[config.mk]
export PLATFORM = sky130hd
export DESIGN_NAME = torque_pitch_hill_climb_sequencer_unit
export DESIGN_NICKNAME = d
export VERILOG_FILES = /design/src/sv/tphcs_pkg.sv /design/src/sv/tphcs_step.sv /design/src/sv/torque_pitch_hill_climb_sequencer_unit.sv
export SDC_FILE = /design/constraint.sdc
export NUM_CORES = 1
export LEC_CHECK = 0
export BUFFER_PORTS_ARGS = -buffer_cell sky130_fd_sc_hd__buf_2
export CAP_MARGIN = 20
export CELL_PAD_IN_SITES_DETAIL_PLACEMENT = 0
export CELL_PAD_IN_SITES_GLOBAL_PLACEMENT = 1
export CORE_ASPECT_RATIO = 0.6
export CORE_MARGIN = 10
export CORE_UTILIZATION = 53
export DETAILED_ROUTE_END_ITERATION = 8
export GPL_TIMING_DRIVEN = 0
export PLACE_DENSITY = 0.85
export SLEW_MARGIN = 30
export SYNTH_ARGS = -nofsm -noshare
export SYNTH_HDL_FRONTEND = slang
export SYNTH_SLANG_ARGS = --single-unit
[constraint.sdc]
create_clock -name clk_i -period 9.75 [get_ports clk_i]
set_input_delay 1.4625 -clock clk_i [delete_from_list [all_inputs] [get_ports clk_i]]
set_output_delay 1.4625 -clock clk_i [all_outputs]
set_load 0.01 [all_outputs]
[src/sv/tphcs_pkg.sv]
package tphcs_pkg;

  localparam int unsigned DataW = 16;
  localparam int unsigned CandW = DataW + 2;
  localparam logic [DataW-1:0] HoldTicks = 16'd10;

  localparam int unsigned CfgIdxW = 3;
  localparam int unsigned OutDataW = 40;

  typedef enum logic [CfgIdxW-1:0] {
    CfgTorqueUpper  = 3'd0,
    CfgTorqueLower  = 3'd1,
    CfgPitchStart   = 3'd2,
    CfgPitchFloor   = 3'd3,
    CfgSpeedUpper   = 3'd4,
    CfgSpeedLower   = 3'd5,
    CfgTorqueIncr   = 3'd6,
    CfgPitchDecr    = 3'd7
  } cfg_idx_e;

  typedef struct packed {
    logic [DataW-1:0]        torque_upper;
    logic [DataW-1:0]        torque_lower;
    logic signed [DataW-1:0] pitch_start;
    logic signed [DataW-1:0] pitch_floor;
    logic [DataW-1:0]        speed_upper;
    logic [DataW-1:0]        speed_lower;
    logic [DataW-1:0]        torque_increment;
    logic [DataW-1:0]        pitch_decrement;
  } cfg_t;

  typedef struct packed {
    logic [DataW-1:0]        torque_now;
    logic signed [DataW-1:0] pitch_now;
    logic                    direction_down;
    logic [DataW-1:0]        hold_count;
  } seq_state_t;

endpackage

[src/sv/tphcs_step.sv]
module tphcs_step import tphcs_pkg::*; (
  input  cfg_t             cfg_i,
  input  seq_state_t       state_i,
  input  logic [DataW-1:0] speed_i,
  input  logic             restart_i,
  output seq_state_t       state_o
);

  logic [DataW-1:0]        hold_inc;
  logic                    fire;
  logic signed [CandW-1:0] cand;
  logic signed [CandW-1:0] new_pitch;
  logic                    speed_ok;
  logic                    keep;

  always_comb begin
    hold_inc = state_i.hold_count + 16'd1;
    fire     = hold_inc > HoldTicks;

    if (state_i.direction_down) begin
      cand     = $signed({2'b00, state_i.torque_now}) - $signed({2'b00, cfg_i.torque_increment});
      speed_ok = speed_i < cfg_i.speed_upper;
    end else begin
      cand     = $signed({2'b00, state_i.torque_now}) + $signed({2'b00, cfg_i.torque_increment});
      speed_ok = speed_i > cfg_i.speed_lower;
    end

    keep = (cand < $signed({2'b00, cfg_i.torque_upper}))
        && (cand > $signed({2'b00, cfg_i.torque_lower}))
        && speed_ok;

    new_pitch = CandW'(state_i.pitch_now) - $signed({2'b00, cfg_i.pitch_decrement});

    state_o = state_i;
    if (restart_i) begin
      state_o.torque_now     = cfg_i.torque_lower;
      state_o.pitch_now      = cfg_i.pitch_start;
      state_o.direction_down = 1'b0;
      state_o.hold_count     = '0;
    end else if (!fire) begin
      state_o.hold_count = hold_inc;
    end else begin
      state_o.hold_count = '0;
      if (keep) begin
        state_o.torque_now = cand[DataW-1:0];
      end else begin
        state_o.direction_down = !state_i.direction_down;
        if (new_pitch > CandW'(cfg_i.pitch_floor)) begin
          state_o.pitch_now = new_pitch[DataW-1:0];
        end
      end
    end
  end

endmodule

[src/sv/torque_pitch_hill_climb_sequencer_unit.sv]
// channel   | direction | transfer on            | payload
// ----------+-----------+------------------------+-------------------------------------
// s_axis    | in        | s_axis_tvalid & tready | tdata speed, tuser restart
// m_axis    | out       | m_axis_tvalid & tready | tdata torque, pitch, stepping_down
// cfg       | in        | cfg_we_i               | register index, 16-bit value
//
// one tick per cycle sustained while m_axis is not stalled; stages: input register, result register
// sequencer state updates as an item moves from the input register to the result register
// reset clears the state to zero torque, zero pitch, stepping up, counter zero
// a stalled result register holds the input register; an empty input register can still take one item
module torque_pitch_hill_climb_sequencer_unit import tphcs_pkg::*; (
  input  logic                clk_i,
  input  logic                rst_ni,
  input  logic                s_axis_tvalid,
  output logic                s_axis_tready,
  input  logic [DataW-1:0]    s_axis_tdata,   // [15:0] generator_speed
  input  logic                s_axis_tuser,   // [0] restart
  output logic                m_axis_tvalid,
  input  logic                m_axis_tready,
  output logic [OutDataW-1:0] m_axis_tdata,   // [15:0] torque_demand, [31:16] pitch_demand,
                                              // [32] stepping_down, [39:33] zero
  input  logic                cfg_we_i,
  input  logic [CfgIdxW-1:0]  cfg_addr_i,
  input  logic [DataW-1:0]    cfg_wdata_i
);

  cfg_t             cfg_q;
  seq_state_t       state_q, state_d;
  logic             in_valid_q;
  logic [DataW-1:0] in_speed_q;
  logic             in_restart_q;
  logic             out_valid_q;
  logic             out_free;
  logic             advance;
  cfg_idx_e         cfg_idx;

  assign out_free      = !out_valid_q || m_axis_tready;
  assign advance       = in_valid_q && out_free;
  assign s_axis_tready = !in_valid_q || out_free;
  assign cfg_idx       = cfg_idx_e'(cfg_addr_i);

  tphcs_step u_step (
    .cfg_i     (cfg_q),
    .state_i   (state_q),
    .speed_i   (in_speed_q),
    .restart_i (in_restart_q),
    .state_o   (state_d)
  );

  always_ff @(posedge clk_i or negedge rst_ni) begin
    if (!rst_ni) begin
      cfg_q.torque_upper     <= 16'hFFFF;
      cfg_q.torque_lower     <= '0;
      cfg_q.pitch_start      <= '0;
      cfg_q.pitch_floor      <= '0;
      cfg_q.speed_upper      <= 16'hFFFF;
      cfg_q.speed_lower      <= '0;
      cfg_q.torque_increment <= '0;
      cfg_q.pitch_decrement  <= '0;
    end else if (cfg_we_i) begin
      unique case (cfg_idx)
        CfgTorqueUpper: cfg_q.torque_upper     <= cfg_wdata_i;
        CfgTorqueLower: cfg_q.torque_lower     <= cfg_wdata_i;
        CfgPitchStart:  cfg_q.pitch_start      <= cfg_wdata_i;
        CfgPitchFloor:  cfg_q.pitch_floor      <= cfg_wdata_i;
        CfgSpeedUpper:  cfg_q.speed_upper      <= cfg_wdata_i;
        CfgSpeedLower:  cfg_q.speed_lower      <= cfg_wdata_i;
        CfgTorqueIncr:  cfg_q.torque_increment <= cfg_wdata_i;
        CfgPitchDecr:   cfg_q.pitch_decrement  <= cfg_wdata_i;
        default:        ;
      endcase
    end
  end

  always_ff @(posedge clk_i or negedge rst_ni) begin
    if (!rst_ni) begin
      in_valid_q  <= 1'b0;
      out_valid_q <= 1'b0;
      state_q     <= '0;
    end else begin
      if (s_axis_tready) begin
        in_valid_q <= s_axis_tvalid;
      end
      if (out_free) begin
        out_valid_q <= in_valid_q;
      end
      if (advance) begin
        state_q <= state_d;
      end
    end
  end

  always_ff @(posedge clk_i) begin
    if (s_axis_tready && s_axis_tvalid) begin
      in_speed_q   <= s_axis_tdata;
      in_restart_q <= s_axis_tuser;
    end
  end

  assign m_axis_tvalid = out_valid_q;
  assign m_axis_tdata  = {7'd0, state_q.direction_down, state_q.pitch_now, state_q.torque_now};

endmodule
==> run metrics <==
initial antenna violation count 2; reg-to-reg slack, setup 4.02 ns; worst r2r dst m_axis_tdata[14]; Post-synth EDFFs 17; Worst Max-Slew Pin Slew 0.956 ns; Hold/Removal Path Class flip-flop to flip-flop; ys flop type dfrtp_1; Total Power 4.61 mW; CP max FO 10; Reg2Reg Launch Point m_axis_tdata[1]; # port buffers 71; FF+latch count, synth 196; Routed met2 length 12.6 mm; Power Dens Cells 332 mW/mm^2; share of the synthesized area in the top cell type 29.4%; max cap viols 0; Synth area leaders dfrtp_1 29%, ha_1 13%, mux2_2 10%, dfstp_2 6.7%, inv_1 4.3%; most numerous cell in the Yosys netlist dfrtp_1; fillcell total 1981; Layout area overhead 11.2%; M1 wire length 17.2 mm; Worst Hold End state_q[10]; CTS sink cnt 196; Final Max Tran Viols 0; Slowest cell on crit path a2111oi_0; number of global-route vias before repair 9092; VDD IR max 164 uV; Commonest cells post-synth 147 x dfrtp_1, 144 x inv_1, 131 x ha_1, 111 x mux2_2, 89 x o21ai_0; WL per Instance 19.6 um; largest net degree at the start of global routing 82; minimum clock period 5.73 ns; share of cells above drive strength 1 23.5%; Required @ worst endpoint 10.08 ns; CTS Hold Buffers Added 0; Final setup violation count 0; number of hold violations in the final report 0; Die W 218 um; Worst Hold Launch in_valid_q; First-pass DRT Iterations 5; Rows 43; final core utilization 60.1%; Static Leakage 6.54 nW; CTS tree yes; Worst path max stage delay 0.57 ns; DR top layer met5; cell taking the most area after synthesis dfrtp_1; critical path start-end classification flip-flop to flip-flop; root buf cell clkbuf_16; number of CTS-inserted buffers 17; post-DP HPWL 25.2 mm; I/O pin count 83; status complete, no violations; initial core utilization 54.0%; Total Wirelength 32.7 mm; Setup Skew 0.0135 ns; Routed Antenna Nets 0; worst skew pair latency 0.45 ns; GRT overflow 0; First DRT Iteration DRCs 795; die area 0.0303 sq mm; DR DRC count 0; setup total negative slack 0 ns; met3 wire len 2.58 mm; Worst setup EP type flip-flop; clk slew on worst S/H paths 0.08 ns; Async S/R FF share, synth 91.3%; Die H 139 um; Final period util 58.8%; vias post-DR 9410; Via density 5.64; Gate Count Post-Synth 1239; syn_area_per_cell 10.1 sq um; Max clock buf depth 2; Hold Path Depth 1; CP cell instances ha_1 -> nor2b_1 -> o21ai_0 -> nand2_1 -> a221oi_2 -> a2111oi_0 -> or4_1 -> nand2_1 -> xnor2_1 -> ha_1 -> nor2b_1 -> a2111oi_0 -> o31ai_1 -> o2111ai_1 -> nand3_1 -> nor2_1 -> o21ai_4 -> buf_6 -> mux2_4; startpoint types flip-flop; cts repair resizes 0; cells on worst reg2reg path 19; global-route usage over all layers 21.7%; Setup Fix Bufs, Post-CTS 0; CORE AREA 0.0231 sq mm; Synth Cell Area 0.0125 sq mm; f_max 174 MHz; first-pass GRT wire length 51.9 mm; Distinct cells, synth 69; unrepaired setup endpoints after global routing no; Placer Congestion 0.929; Nets 1513; crit path DAT 6.06 ns; H-tree Lvls 4; register area share after synthesis 40.3%; Ys Warns 0; Slew headroom 36.3%
-- worst max-delay path, delay by kind of cell (launching register included) --
kind,cells,cell delay (ns)
and+or+nand+nor,7,1.60
DFF,1,0.50
muxes,1,0.30
AOI/OAI and AO/OA,7,2.17
adders and majority gates,2,0.64
xor gates and xnor gates,1,0.16
buffers and inverters,1,0.23
-- stage by stage --
step,hold slack [ns],setup slack [ns],std cells,area [sq um]
after CTS,0.496,4.22,1666,13900
after global routing,0.517,3.71,1666,13900
after global placement,0.480,4.27,1631,13300
final,0.495,4.02,1667,13900
after floorplan,0.451,5.46,1245,12500
after detailed placement,0.485,4.23,1634,13300
-- where the power goes --
part	internal, mW	switching (mW)	total (mW)
logic	1.20	1.54	2.74
registers	1.04	0.154	1.19
clock network	0.333	0.343	0.676
total	2.57	2.04	4.61
-- how the worst max path moves through the flow --
stage	from	endpoint	depth (start not counted)
finish	m_axis_tdata[1]	m_axis_tdata[14]	19
global route	m_axis_tdata[0]	m_axis_tdata[10]	20
CTS	m_axis_tdata[0]	m_axis_tdata[13]	20
detailed placement	m_axis_tdata[0]	m_axis_tdata[13]	20
global placement	rst_ni	in_valid_q	1
floorplan	m_axis_tdata[0]	m_axis_tdata[29]	20
-- placed cells by master, fill, tap and decap left out, types with 6 or more instances in the layout --
cell type | netlist | routed
or4_1 | 6 | 6
o31ai_1 | 7 | 7
xnor2_1 | 19 | 19
and3_1 | 9 | 9
buf_2 | 1 | 71
o21a_1 | 11 | 11
and2_1 | 13 | 13
a21o_1 | 22 | 22
inv_1 | 144 | 144
nand2b_1 | 16 | 16
mux2_2 | 111 | 111
nor2_1 | 49 | 49
clkbuf_1 | 33 | 32
a211oi_1 | 11 | 11
mux2i_1 | 21 | 21
conb_1 | 1 | 7
ha_1 | 131 | 131
dfstp_2 | 32 | 32
xor2_1 | 9 | 9
nor4_1 | 10 | 10
o21ai_0 | 89 | 89
clkbuf_16 | 0 | 17
nand3_1 | 23 | 23
nand2_1 | 79 | 79
a31oi_1 | 7 | 7
or3_1 | 6 | 6
a21oi_1 | 57 | 57
edfxtp_1 | 17 | 17
buf_4 | 40 | 41
dfrtp_1 | 147 | 147
nand4_1 | 16 | 16
mux2_4 | 9 | 9
nor2b_1 | 11 | 11
nor3_1 | 16 | 16
-- registers in the layout (all words and copies together), names as in the netlist --
register,flops
in_speed_q,16
m_axis_tvalid,1
state_q,16
cfg_q,128
m_axis_tdata,33
in_restart_q,1
in_valid_q,1
-- routing by layer --
| layer | up-vias | global-route usage, % |
|---|---|---|
| met1 | 4575 | 34.7 |
| li1 | 4509 | - |
| met3 | 22 | 5.60 |
| met5 | - | 0 |
| met4 | 2 | 3.42 |
| met2 | 302 | 28.2 |
-- cell families (layout without fill, tap and decap cells) --
kind of cell / after synthesis / in the layout / synth area share, %
simple gates: 272 / 272 / 10.9
mux: 141 / 141 / 12.8
other cells: 1 / 8 / 0.0300
xor+xnor: 28 / 28 / 1.96
fa+ha+maj: 134 / 134 / 13.6
compound gates: 246 / 246 / 12.4
buf+inv: 221 / 327 / 8.04
flops: 196 / 196 / 40.3
-- cell type report --
cell class	count	area, sq um	share of cell area [%]
sequential	196	5030	36.2
clock buffer	17	425	3.06
buffer	77	465	3.35
antenna	1	2.50	0.0180
tap	315	394	2.84
multi-input combinational	828	6490	46.7
clock inverter	15	121	0.874
timing repair buffer	74	428	3.08
inverter	144	541	3.89
No activity file was read; power rests on OpenSTA's default activity.
